**config.mk**
```make
export PLATFORM = sky130hd
export DESIGN_NAME = stable_priority_queue_top
export DESIGN_NICKNAME = d
export VERILOG_FILES = /design/src/hdl/spq_pkg.sv /design/src/hdl/stable_priority_queue_top.sv /design/src/hdl/spq_cell.sv /design/src/hdl/spq_chain.sv
export VERILOG_INCLUDE_DIRS = /design/src /design/src/hdl
export SDC_FILE = /design/constraint.sdc
export NUM_CORES = 1
export LEC_CHECK = 0
export ABC_AREA = 1
export BUFFER_PORTS_ARGS = -buffer_cell sky130_fd_sc_hd__buf_2
export CAP_MARGIN = 20
export CORE_UTILIZATION = 52
export CTS_CLUSTER_DIAMETER = 200
export DETAILED_ROUTE_END_ITERATION = 6
export PLACE_DENSITY = 0.77
export SYNTH_ARGS = -nofsm -noshare
export SYNTH_HDL_FRONTEND = slang
export SYNTH_SLANG_ARGS = --single-unit
```
**constraint.sdc**
```tcl
create_clock -name clock -period 3.6 [get_ports clock]
set_clock_uncertainty 0.2 [all_clocks]
set_input_delay 0.18 -clock clock [delete_from_list [all_inputs] [get_ports clock]]
set_output_delay 0.18 -clock clock [all_outputs]
set_load 0.02 [all_outputs]
```
**src/hdl/stable_priority_queue_top_defines.svh**
```systemverilog
// Assertion macros shared by the stable priority queue RTL.
`ifndef STABLE_PRIORITY_QUEUE_TOP_DEFINES_SVH
`define STABLE_PRIORITY_QUEUE_TOP_DEFINES_SVH

// Check a property on every rising clock edge outside of reset.
`define SPQ_ASSERT(label, prop, msg) \
   label: assert property (@(posedge clock) disable iff (reset) (prop)) else $error(msg);

// Check a property on every rising clock edge, reset included.
`define SPQ_ASSERT_RST(label, prop, msg) \
   label: assert property (@(posedge clock) (prop)) else $error(msg);

`endif

```
**src/hdl/spq_pkg.sv**
```systemverilog
// Types and constants shared by the stable priority queue modules.
package spq_pkg;

   // Default sizing of the queue
   localparam int QUEUE_DEPTH_DEF = 16;
   localparam int TAG_BITS_DEF    = 16;

   // Field widths of the stream payloads
   localparam int TAG_W    = 16;
   localparam int PRIO_W   = 16;
   localparam int STATUS_W = 2;
   localparam int OCC_W    = 5;
   localparam int REQ_W    = TAG_W + PRIO_W;
   localparam int RSP_W    = 24;

   // Operation carried with each request transaction
   typedef enum logic {
      OP_PUSH = 1'b0,
      OP_POP  = 1'b1
   } op_type;

   // Result status of one transaction
   typedef enum logic [STATUS_W-1:0] {
      ST_OK    = 2'd0,
      ST_EMPTY = 2'd1,
      ST_FULL  = 2'd2
   } status_type;

   // Command broadcast to every cell of the row
   typedef struct packed {
      logic push;
      logic pop;
   } cmd_type;

endpackage

```
**src/hdl/stable_priority_queue_top.sv**
```systemverilog
// Stable priority queue: every request transaction yields exactly one response
// transaction. Entries sit in a row of QUEUE_DEPTH cells ordered by descending
// priority; all cells compare the new priority at once and shift in the same cycle,
// so a new request is accepted in every cycle while the response register is empty
// or being drained. A push lands behind every held entry of greater or equal
// priority (FIFO within a priority); a pop returns the head tag. A pop on an empty
// queue reports status 1 and a push on a full queue is dropped with status 2. The
// response also carries the empty flag and the entry count after the operation. No
// clearing pass is needed after reset.
`include "stable_priority_queue_top_defines.svh"

module stable_priority_queue_top #(
   parameter int QUEUE_DEPTH = spq_pkg::QUEUE_DEPTH_DEF,
   parameter int TAG_BITS    = spq_pkg::TAG_BITS_DEF
) (
   input  logic                      clock,
   input  logic                      reset,
   input  logic                      req_tvalid,
   output logic                      req_tready,
   input  logic [spq_pkg::REQ_W-1:0] req_tdata,  // [15:0] item_tag, [31:16] item_priority
   input  logic                      req_tuser,  // [0] operation
   output logic                      rsp_tvalid,
   input  logic                      rsp_tready,
   output logic [spq_pkg::RSP_W-1:0] rsp_tdata   // [15:0] popped_tag, [17:16] status,
                                                 // [18] queue_empty, [23:19] occupancy
);

   localparam int CNT_W = $clog2(QUEUE_DEPTH + 1);

   logic                        accept;
   spq_pkg::op_type             op;
   logic [spq_pkg::TAG_W-1:0]   req_tag;
   logic [spq_pkg::PRIO_W-1:0]  req_prio;
   logic [TAG_BITS+spq_pkg::TAG_W-1:0] tag_in_wide;
   logic [TAG_BITS-1:0]         new_tag;
   logic [TAG_BITS-1:0]         head_tag;
   logic [TAG_BITS+spq_pkg::TAG_W-1:0] tag_out_wide;
   logic                        full;
   logic                        empty;
   spq_pkg::cmd_type            cmd;

   logic [CNT_W-1:0]            count_ff;
   logic [CNT_W-1:0]            count_in;
   logic [CNT_W+spq_pkg::OCC_W-1:0] occ_wide;

   logic                        rsp_valid_ff;
   logic                        rsp_valid_in;
   logic [spq_pkg::TAG_W-1:0]   rsp_tag_ff;
   logic [spq_pkg::TAG_W-1:0]   rsp_tag_in;
   spq_pkg::status_type         rsp_status_ff;
   spq_pkg::status_type         rsp_status_in;
   logic                        rsp_empty_ff;
   logic                        rsp_empty_in;
   logic [spq_pkg::OCC_W-1:0]   rsp_occ_ff;
   logic [spq_pkg::OCC_W-1:0]   rsp_occ_in;

   // Unpack the request transaction
   assign op       = spq_pkg::op_type'(req_tuser);
   assign req_tag  = req_tdata[spq_pkg::TAG_W-1:0];
   assign req_prio = req_tdata[spq_pkg::REQ_W-1:spq_pkg::TAG_W];

   // Fit the tag to the stored width
   assign tag_in_wide = {{TAG_BITS{1'b0}}, req_tag};
   assign new_tag     = tag_in_wide[TAG_BITS-1:0];

   // Accept while the response register is free or drains this cycle
   assign req_tready = !rsp_valid_ff || rsp_tready;
   assign accept     = req_tvalid && req_tready;

   assign full  = count_ff == CNT_W'(QUEUE_DEPTH);
   assign empty = count_ff == '0;

   // Command the cell row only for operations that change the queue
   always_comb begin
      cmd.push = accept && (op == spq_pkg::OP_PUSH) && !full;
      cmd.pop  = accept && (op == spq_pkg::OP_POP) && !empty;
   end

   spq_chain #(
      .QUEUE_DEPTH (QUEUE_DEPTH),
      .TAG_BITS    (TAG_BITS)
   ) u_chain (
      .clock    (clock),
      .cmd      (cmd),
      .new_tag  (new_tag),
      .new_prio (req_prio),
      .count    (count_ff),
      .head_tag (head_tag)
   );

   // Advance the entry count
   always_comb begin
      priority if (cmd.push) begin
         count_in = count_ff + CNT_W'(1);
      end else if (cmd.pop) begin
         count_in = count_ff - CNT_W'(1);
      end else begin
         count_in = count_ff;
      end
   end

   // Build the response of the accepted transaction
   assign tag_out_wide = {{spq_pkg::TAG_W{1'b0}}, head_tag};
   assign occ_wide     = {{spq_pkg::OCC_W{1'b0}}, count_in};

   always_comb begin
      rsp_tag_in    = '0;
      rsp_status_in = spq_pkg::ST_OK;
      unique case (op)
         spq_pkg::OP_PUSH: begin
            rsp_status_in = full ? spq_pkg::ST_FULL : spq_pkg::ST_OK;
         end
         spq_pkg::OP_POP: begin
            if (empty) begin
               rsp_status_in = spq_pkg::ST_EMPTY;
            end else begin
               rsp_tag_in = tag_out_wide[spq_pkg::TAG_W-1:0];
            end
         end
         default: begin
            rsp_status_in = spq_pkg::ST_OK;
         end
      endcase
      rsp_empty_in = count_in == '0;
      rsp_occ_in   = occ_wide[spq_pkg::OCC_W-1:0];
   end

   // Hold the response until the sink takes it
   always_comb begin
      if (accept) begin
         rsp_valid_in = 1'b1;
      end else if (rsp_tready) begin
         rsp_valid_in = 1'b0;
      end else begin
         rsp_valid_in = rsp_valid_ff;
      end
   end

   always_ff @(posedge clock) begin
      if (reset) begin
         count_ff     <= '0;
         rsp_valid_ff <= 1'b0;
      end else begin
         count_ff     <= count_in;
         rsp_valid_ff <= rsp_valid_in;
      end
   end

   always_ff @(posedge clock) begin
      if (accept) begin
         rsp_tag_ff    <= rsp_tag_in;
         rsp_status_ff <= rsp_status_in;
         rsp_empty_ff  <= rsp_empty_in;
         rsp_occ_ff    <= rsp_occ_in;
      end
   end

   assign rsp_tvalid = rsp_valid_ff;
   assign rsp_tdata  = {rsp_occ_ff, rsp_empty_ff, rsp_status_ff, rsp_tag_ff};

   // Count never passes the capacity of the cell row
   `SPQ_ASSERT(a_count_bound, count_ff <= CNT_W'(QUEUE_DEPTH), "entry count above capacity")

   // A push that is taken grows the queue by exactly one entry
   `SPQ_ASSERT(a_push_grows, cmd.push |=> (count_ff == $past(count_ff) + CNT_W'(1)), "push did not grow count")

   // A pop on an empty queue reports empty status and a zero tag
   `SPQ_ASSERT(a_pop_empty, (accept && op == spq_pkg::OP_POP && empty) |=> (rsp_status_ff == spq_pkg::ST_EMPTY && rsp_tag_ff == '0), "bad pop on empty response")

   // Reset leaves an empty queue and no pending response
   `SPQ_ASSERT_RST(a_reset_clear, reset |=> (count_ff == '0 && !rsp_valid_ff), "reset did not clear queue")

endmodule

```
**src/hdl/spq_cell.sv**
```systemverilog
// One queue slot: holds a tag and its priority and shifts with its neighbors.
module spq_cell #(
   parameter int TAG_BITS = spq_pkg::TAG_BITS_DEF
) (
   input  logic                      clock,
   input  spq_pkg::cmd_type          cmd,
   input  logic [TAG_BITS-1:0]       new_tag,
   input  logic [spq_pkg::PRIO_W-1:0] new_prio,
   input  logic                      occupied,
   input  logic                      left_ge,
   input  logic [TAG_BITS-1:0]       left_tag,
   input  logic [spq_pkg::PRIO_W-1:0] left_prio,
   input  logic [TAG_BITS-1:0]       right_tag,
   input  logic [spq_pkg::PRIO_W-1:0] right_prio,
   output logic [TAG_BITS-1:0]       tag,
   output logic [spq_pkg::PRIO_W-1:0] prio,
   output logic                      ge
);

   logic [TAG_BITS-1:0]        tag_ff;
   logic [TAG_BITS-1:0]        tag_in;
   logic [spq_pkg::PRIO_W-1:0] prio_ff;
   logic [spq_pkg::PRIO_W-1:0] prio_in;

   // Entry stays ahead of a new push when it is held and ranks at least as high
   assign ge = occupied && (prio_ff >= new_prio);

   // Keep, take the new entry, take the left neighbor or take the right neighbor
   always_comb begin
      tag_in  = tag_ff;
      prio_in = prio_ff;
      priority if (cmd.push) begin
         if (ge) begin
            tag_in  = tag_ff;
            prio_in = prio_ff;
         end else if (left_ge) begin
            tag_in  = new_tag;
            prio_in = new_prio;
         end else begin
            tag_in  = left_tag;
            prio_in = left_prio;
         end
      end else if (cmd.pop) begin
         tag_in  = right_tag;
         prio_in = right_prio;
      end
   end

   always_ff @(posedge clock) begin
      tag_ff  <= tag_in;
      prio_ff <= prio_in;
   end

   assign tag  = tag_ff;
   assign prio = prio_ff;

endmodule

```
**src/hdl/spq_chain.sv**
```systemverilog
// Row of queue cells, head at cell zero, ordered by descending priority.
module spq_chain #(
   parameter int QUEUE_DEPTH = spq_pkg::QUEUE_DEPTH_DEF,
   parameter int TAG_BITS    = spq_pkg::TAG_BITS_DEF,
   localparam int CNT_W      = $clog2(QUEUE_DEPTH + 1)
) (
   input  logic                       clock,
   input  spq_pkg::cmd_type           cmd,
   input  logic [TAG_BITS-1:0]        new_tag,
   input  logic [spq_pkg::PRIO_W-1:0] new_prio,
   input  logic [CNT_W-1:0]           count,
   output logic [TAG_BITS-1:0]        head_tag
);

   logic [TAG_BITS-1:0]        cell_tag  [QUEUE_DEPTH];
   logic [spq_pkg::PRIO_W-1:0] cell_prio [QUEUE_DEPTH];
   logic [QUEUE_DEPTH-1:0]     cell_ge;

   // Link each cell to its neighbors; the row ends feed back the new entry or the cell itself
   for (genvar i = 0; i < QUEUE_DEPTH; i++) begin : g_cell
      logic                       occupied;
      logic                       left_ge;
      logic [TAG_BITS-1:0]        left_tag;
      logic [spq_pkg::PRIO_W-1:0] left_prio;
      logic [TAG_BITS-1:0]        right_tag;
      logic [spq_pkg::PRIO_W-1:0] right_prio;

      assign occupied = CNT_W'(i) < count;

      if (i == 0) begin : g_head
         assign left_ge   = 1'b1;
         assign left_tag  = new_tag;
         assign left_prio = new_prio;
      end else begin : g_body
         assign left_ge   = cell_ge[i-1];
         assign left_tag  = cell_tag[i-1];
         assign left_prio = cell_prio[i-1];
      end

      if (i == QUEUE_DEPTH - 1) begin : g_tail
         assign right_tag  = cell_tag[i];
         assign right_prio = cell_prio[i];
      end else begin : g_inner
         assign right_tag  = cell_tag[i+1];
         assign right_prio = cell_prio[i+1];
      end

      spq_cell #(
         .TAG_BITS (TAG_BITS)
      ) u_cell (
         .clock      (clock),
         .cmd        (cmd),
         .new_tag    (new_tag),
         .new_prio   (new_prio),
         .occupied   (occupied),
         .left_ge    (left_ge),
         .left_tag   (left_tag),
         .left_prio  (left_prio),
         .right_tag  (right_tag),
         .right_prio (right_prio),
         .tag        (cell_tag[i]),
         .prio       (cell_prio[i]),
         .ge         (cell_ge[i])
      );
   end

   assign head_tag = cell_tag[0];

endmodule

```
Yosys cells after proc, flatten, opt, wreduce, memory -nomap -nowiden
Cells that the tools add are included.

operators by class
  $add $sub $neg = 2
  $lt $le $gt $ge = 32
  eq/ne operators = 16
  muxes and demuxes = 127
  bitwise logic cells = 2
  reductions and logical operators = 46

operator list
  kind                   number
  $mux W16               120
  $ge A16 B16 Y1         16
  $lt A4 B5 Y1 const A   8
  $reduce_and A2 Y1      16
  $ne A2 B2 Y1 const B   15
  $logic_and A1 B1 Y1    21
  $lt A3 B5 Y1 const A   4
  $logic_not A5 Y1       2
  $lt A1 B5 Y1 const A   2
  $lt A2 B5 Y1 const A   2
  $mux W5                2
  $add A5 B1 Y5 const B  1
  $eq A5 B5 Y1 const B   1
  $sub A5 B1 Y5 const B  1
  $pmux W2 S2            1
  $reduce_bool A2 Y1     2
  $logic_not A1 Y1       3
  $mux W1                3
  $mux W2                1
  $not A1 Y1             2
  $reduce_or A2 Y1       1
  $logic_or A1 B1 Y1     1

word-level totals
  register bits after elaboration = 542
  input port bits = 37
  output and inout bits = 26

Logic depth before layout (Yosys ltp)
  depth in word-level cells = 8
  depth in mapped cells = 17

By module
From an unflattened synthesis, not the netlist that was laid out.

second synthesis, totals
  cell total of the unflattened synthesis = 4140
  area, all modules = 34156.5 sq um

modules (own cells, without submodules)
  module                     times used  cells each  area an instance (sq um)  sequential area each (sq um)
  spq_cell                   16          248         2042.0                    960.9
  stable_priority_queue_top  1           135         1327.5                    840.8
  spq_chain                  1           37          157.7                     0.0

Worst setup path after synthesis
No wires, ideal clock.

  path type = register to register
  start = register rsp_valid_ff (netlist: rsp_tvalid)
  end = register u_chain.g_cell[15].u_cell.prio_ff, in the netlist u_chain.g_cell[15].u_cell.prio[0] (enable)
  library setup time = 0.432 ns
  arrival time = 3.144 ns
  data required time = 2.968 ns
  path slack = -0.176 ns
  stages on the path, launching flop included = 8
  path buffers = 2
  period minus slack after synthesis = 3.776 ns
  path through = dfxtp_1 nand2_2 nand2_1 inv_2 nand3_4 buf_4 clkbuf_1 a21oi_1

on the way
  word-level cells in the longest chain between the ends = 6

RTL lines
  item                                RTL line                          source
  start: declaration                  stable_priority_queue_top.sv:46   logic rsp_valid_ff;
  start signal: assignment            stable_priority_queue_top.sv:145  rsp_valid_ff <= rsp_valid_in;
  $logic_not A1 Y1                    stable_priority_queue_top.sv:67   assign req_tready = !rsp_valid_ff || rsp_tready;
  $logic_or A1 B1 Y1                  stable_priority_queue_top.sv:67
  via req_tready                      stable_priority_queue_top.sv:19   output logic req_tready,
  $logic_and A1 B1 Y1                 stable_priority_queue_top.sv:68   assign accept = req_tvalid && req_tready;
  via accept                          stable_priority_queue_top.sv:30   logic accept;
  $logic_and A1 B1 Y1 (2 in series)   stable_priority_queue_top.sv:75   cmd.push = accept && (op == spq_pkg::OP_PUSH) && !full;
  $reduce_and A2 Y1 (no source line)  -
  end signal: assignment              spq_cell.sv:51                    prio_ff <= prio_in;
  end: declaration                    spq_cell.sv:22                    logic [spq_pkg::PRIO_W-1:0] prio_ff;

The timed path passes the listed nets, and every way through them passes these cells.
A chain may end at the register's enable or synchronous reset.

Worst setup path after layout
  start = register count_ff[0]
  end = register u_chain.g_cell[8].u_cell.prio_ff, in the netlist u_chain.g_cell[8].u_cell.prio[3], data pin

on the way
  word-level cells in the longest chain between the ends = 5

RTL lines
  item                                            RTL line                          source
  start: declaration                              stable_priority_queue_top.sv:42   logic [CNT_W-1:0] count_ff;
  start signal: assignment                        stable_priority_queue_top.sv:144  count_ff <= count_in;
  $lt A3 B5 Y1                                    spq_chain.sv:28                   assign occupied = CNT_W'(i) < count;
  $logic_and A1 B1 Y1                             spq_cell.sv:26                    assign ge = occupied && (prio_ff >= new_prio);
  $mux W16                                        spq_cell.sv:36                    end else if (left_ge) begin
  $mux W16                                        spq_cell.sv:33                    if (ge) begin
  $mux W16 *                                      spq_cell.sv:32                    priority if (cmd.push) begin
  via u_chain.g_cell[8].u_cell.prio_in (one bit)  spq_cell.sv:23                    logic [spq_pkg::PRIO_W-1:0] prio_in;
  end signal: assignment                          spq_cell.sv:51
  end: declaration                                spq_cell.sv:22

Mark *: on every way through the listed nets, which the timed path passes. The rest lies on a longest branch. The select of a mux whose other input is x is not followed.

==> out/qor.csv <==
stage,metric,value,unit
critical_path,type of origin of the critical path,flip-flop,
power,PwrDens,563.9,mW/mm²
logic_synthesis,"Cell Area, Synth",0.03463,mm²
critical_path,critical setup path kind,reg2reg,
logic_synthesis,Main synth FF type,edfxtp_1,
layout,post-route non-filler standard cell count,5527,
place,DP Wirelength,58650,µm
floorplan,Die W,260.1,µm
global_routing,largest net degree at the start of global routing,266,
power,Clk pwr share,28.0,%
routing,Total Wirelength,81510,µm
layout,ant diodes,0,
routing,DR pass1 iterations,6,
routing,DR vias,27789,
power,Max VDD drop,0.0004097,V
global_routing,first-pass GRT wire length,133400,µm
critical_path,"Arr. time, crit path",3480,ps
floorplan,# rows,94,
global_routing,met3 Use GR,2.963,%
layout,share of layout cells above drive strength 1,6.348,%
timing,TNS Setup,0,ps
power,Internal,14.14,mW
clock_tree,htree depth,2,
critical_path,RR Endpoint,u_chain.g_cell[8].u_cell.prio[3],
timing,period utilization,88.37,%
routing,remaining antenna violation count,0,
critical_path,CP endpoint,u_chain.g_cell[8].u_cell.prio[3],
global_routing,met1 Track Usage GR,34.02,%
place,Placer Congestion,0.8693,
clock_tree,CTS sink cnt,542,
logic_synthesis,Synth cell types,35,
power,Reg power frac,43.8,%
layout,Syn-to-layout area delta,9.607,%
critical_path,r2r setup slk,420,ps
logic_synthesis,"Seq/Total Area, Yosys",46.82,%
clock_tree,Clock transition at path regs,60,ps
logic_synthesis,syn_area_per_cell,7.589,µm²
clock_tree,clk root buf,clkbuf_16,
floorplan,Die Y,260.1,µm
place,port bufs,62,
routing,# DRC,0,
global_routing,met2 Use GR,39.21,%
critical_path,crit end category,flip-flop,
critical_path,worst reg2reg path depth,10,
global_routing,vias in the first global route,26493,
clock_tree,cts repair resizes,0,
logic_synthesis,Cells after Synth,4563,
floorplan,num ports,63,
place,placed cells,5380,
global_routing,GRT Residual Overflow,0,
timing,"Hold Vio Cnt, Final",0,
global_routing,GRT Util Overall,24.06,%
floorplan,Die ar.,0.06763,mm²
logic_synthesis,post-synthesis register bit count,542,
layout,Layout Nets,4910,
timing,RSZ-0062 raised after global routing,false,
power,sw frac,33.95,%
layout,Final Util,57.63,%
routing,number of DRC markers in iteration 0,2448,
clock_tree,Worst-Skew Late Latency,650,ps
power,Switching Power,7.267,mW
floorplan,core area,0.06586,mm²
worst_hold_path,worst hold path type,in2reg,
power,Leak,21.95,nW
clock_tree,CTS buffer count,60,
timing,Period minus WS final,3181,ps
routing,drt via density,5.028,
global_routing,antenna violations before repair,0,
logic_synthesis,Syn Nets,4860,
clock_tree,Clock Tree Buf Depth,3,
timing,max-slew violation count,0,
global_routing,grt peak-use layer,met2,
routing,wire length per cell,14.75,µm
critical_path,Critical Path Start,count_ff[0],
logic_synthesis,Synth Warn #,0,
critical_path,r2r startpoint,count_ff[0],
logic_synthesis,number of enable flip-flop cells after synthesis,536,
outcome,status,completed,
critical_path,Worst Path Required,3900,ps
timing,Least-Margin Pin Slew,1401,ps
clock_tree,CTS tree,yes,
timing,fmax,0.3143,GHz
timing,setup violators final,0,
timing,Max-Slew Margin vs Limit,6.609,%
floorplan,Initial Util,52.58,%
layout,fillers,5903,
power,Combinational Power Share,28.2,%
logic_synthesis,post-synthesis async set-or-reset flop share,0,%
critical_path,worst-path fanout max,32,
run,maxcap violations,0,
worst_hold_path,Worst Hold Launch,req_tvalid,
==> state kept, by name, summed over array words and instances (netlist names) <==
register,flops
rsp_tvalid,1
rsp_empty_ff,1
count_ff,5
rsp_tag_ff,16
u_chain.g_cell.u_cell.prio,256
rsp_occ_ff,5
u_chain.g_cell.u_cell.tag,256
rsp_status_ff,2
==> synthesized netlist by cell type, types with 41 or more instances <==
master / instances / area share (%)
nor2_1: 85 / 0.92
inv_1: 560 / 6.1
nand2_1: 2551 / 28
o21ai_0: 79 / 1.1
clkbuf_1: 41 / 0.44
nand2_2: 41 / 0.74
ha_1: 260 / 9.4
a21oi_1: 105 / 1.5
edfxtp_1: 536 / 46
buf_2: 130 / 1.9
nand3_1: 51 / 0.74
==> kinds of logic after synthesis <==
kind of cell / synth area share, %
AND/OR/NAND/NOR: 31.30
flip-flops: 46.82
AO/OA/AOI/OAI: 3.519
XOR/XNOR: 0.09757
buffers and inverters: 8.863
adder cells (fa/ha/maj): 9.394
==> layout by cell type, fill, tap and decap left out, types with 2 or more instances in the layout <==
| cell | n |
|---|---|
| nor3_1 | 11 |
| nand2_2 | 41 |
| clkbuf_16 | 60 |
| edfxtp_1 | 536 |
| o21ai_1 | 6 |
| inv_1 | 560 |
| inv_2 | 4 |
| nand2_1 | 2551 |
| xor2_1 | 2 |
| buf_2 | 62 |
| buf_12 | 3 |
| nand3_4 | 2 |
| clkbuf_8 | 5 |
| clkinv_1 | 15 |
| nand3_1 | 51 |
| o21bai_1 | 20 |
| nor2_2 | 2 |
| dfxtp_1 | 6 |
| buf_4 | 73 |
| nand2_4 | 13 |
| ha_1 | 260 |
| nand4_1 | 20 |
| dlygate4sd3_1 | 35 |
| o21a_1 | 4 |
| inv_6 | 3 |
| a21o_1 | 6 |
| a21oi_1 | 104 |
| bufinv_16 | 4 |
| nor2_1 | 85 |
| clkbuf_1 | 14 |
| nand3_2 | 3 |
| inv_4 | 2 |
| clkinv_2 | 10 |
| o21ai_0 | 79 |
| o21ai_2 | 4 |
==> layout make-up <==
type	instances	area, µm²	area share, %
flip-flops and latches	542	16220	42.72
multi-input cells	3270	15360	40.46
inverters	566	2130	5.610
clock buffers	79	1623	4.275
repair buffers	173	1269	3.342
well taps	864	1081	2.848
clock inverters	33	282.8	0.7450
==> worst min-delay path by stage <==
stage | endpoint | slack, ps | cells past startpoint
floorplan | count_ff[2] | 50 | 1
global placement | count_ff[2] | 260 | 2
detailed placement | count_ff[2] | 260 | 2
CTS | rsp_occ_ff[2] | 70 | 4
global route | rsp_occ_ff[2] | 90 | 4
finish | rsp_occ_ff[2] | 90 | 4
==> metal layers <==
layer  vias up  share of wire, %
li1      14294                 -
met1     12550                47
met2       809                45
met3       136               5.7
met4         0               2.3
met5         -                 0
==> critical path: stages (launching register included) <==
cell,delay [ps]
dfxtp_1,490
inv_1,160
ha_1,290
nand3_2,130
nand3_4,150
inv_4,420
buf_4,510
nand2_2,330
nand2_1,170
nand2_1,80
nand2_1,60
==> per-stage QoR <==
| stage | total power [mW] | area, µm² | hold WS (ps) | setup slack [ps] |
|---|---|---|---|---|
| 6_report | 21.40 | 37960 | 87.96 | 418.5 |
| 5_1_grt | 22.75 | 37960 | 87.28 | 247.8 |
| 4_1_cts | 21.45 | 37960 | 67.95 | 462.2 |
| 3_5_place_dp | 15.38 | 35700 | 264.4 | 505.7 |
| 3_3_place_gp | 15.15 | 35700 | 260.0 | 554.2 |
| 2_1_floorplan | 13.77 | 34630 | 49.07 | 503.6 |
==> power groups by stage <==
stage,registers (mW),logic [mW],clock network (mW)
floorplan,9.33,4.45,0
global placement,9.42,5.72,0
detailed placement,9.48,5.91,0
CTS,9.35,6.00,6.10
global route,9.50,6.94,6.31
finish,9.37,6.03,6.00
==> timing repair <==
action                    CTS  global route
setup buffers               0             0
hold buffers               35             0
hold endpoints to repair  335             0
(Power assumes the default switching activity.)
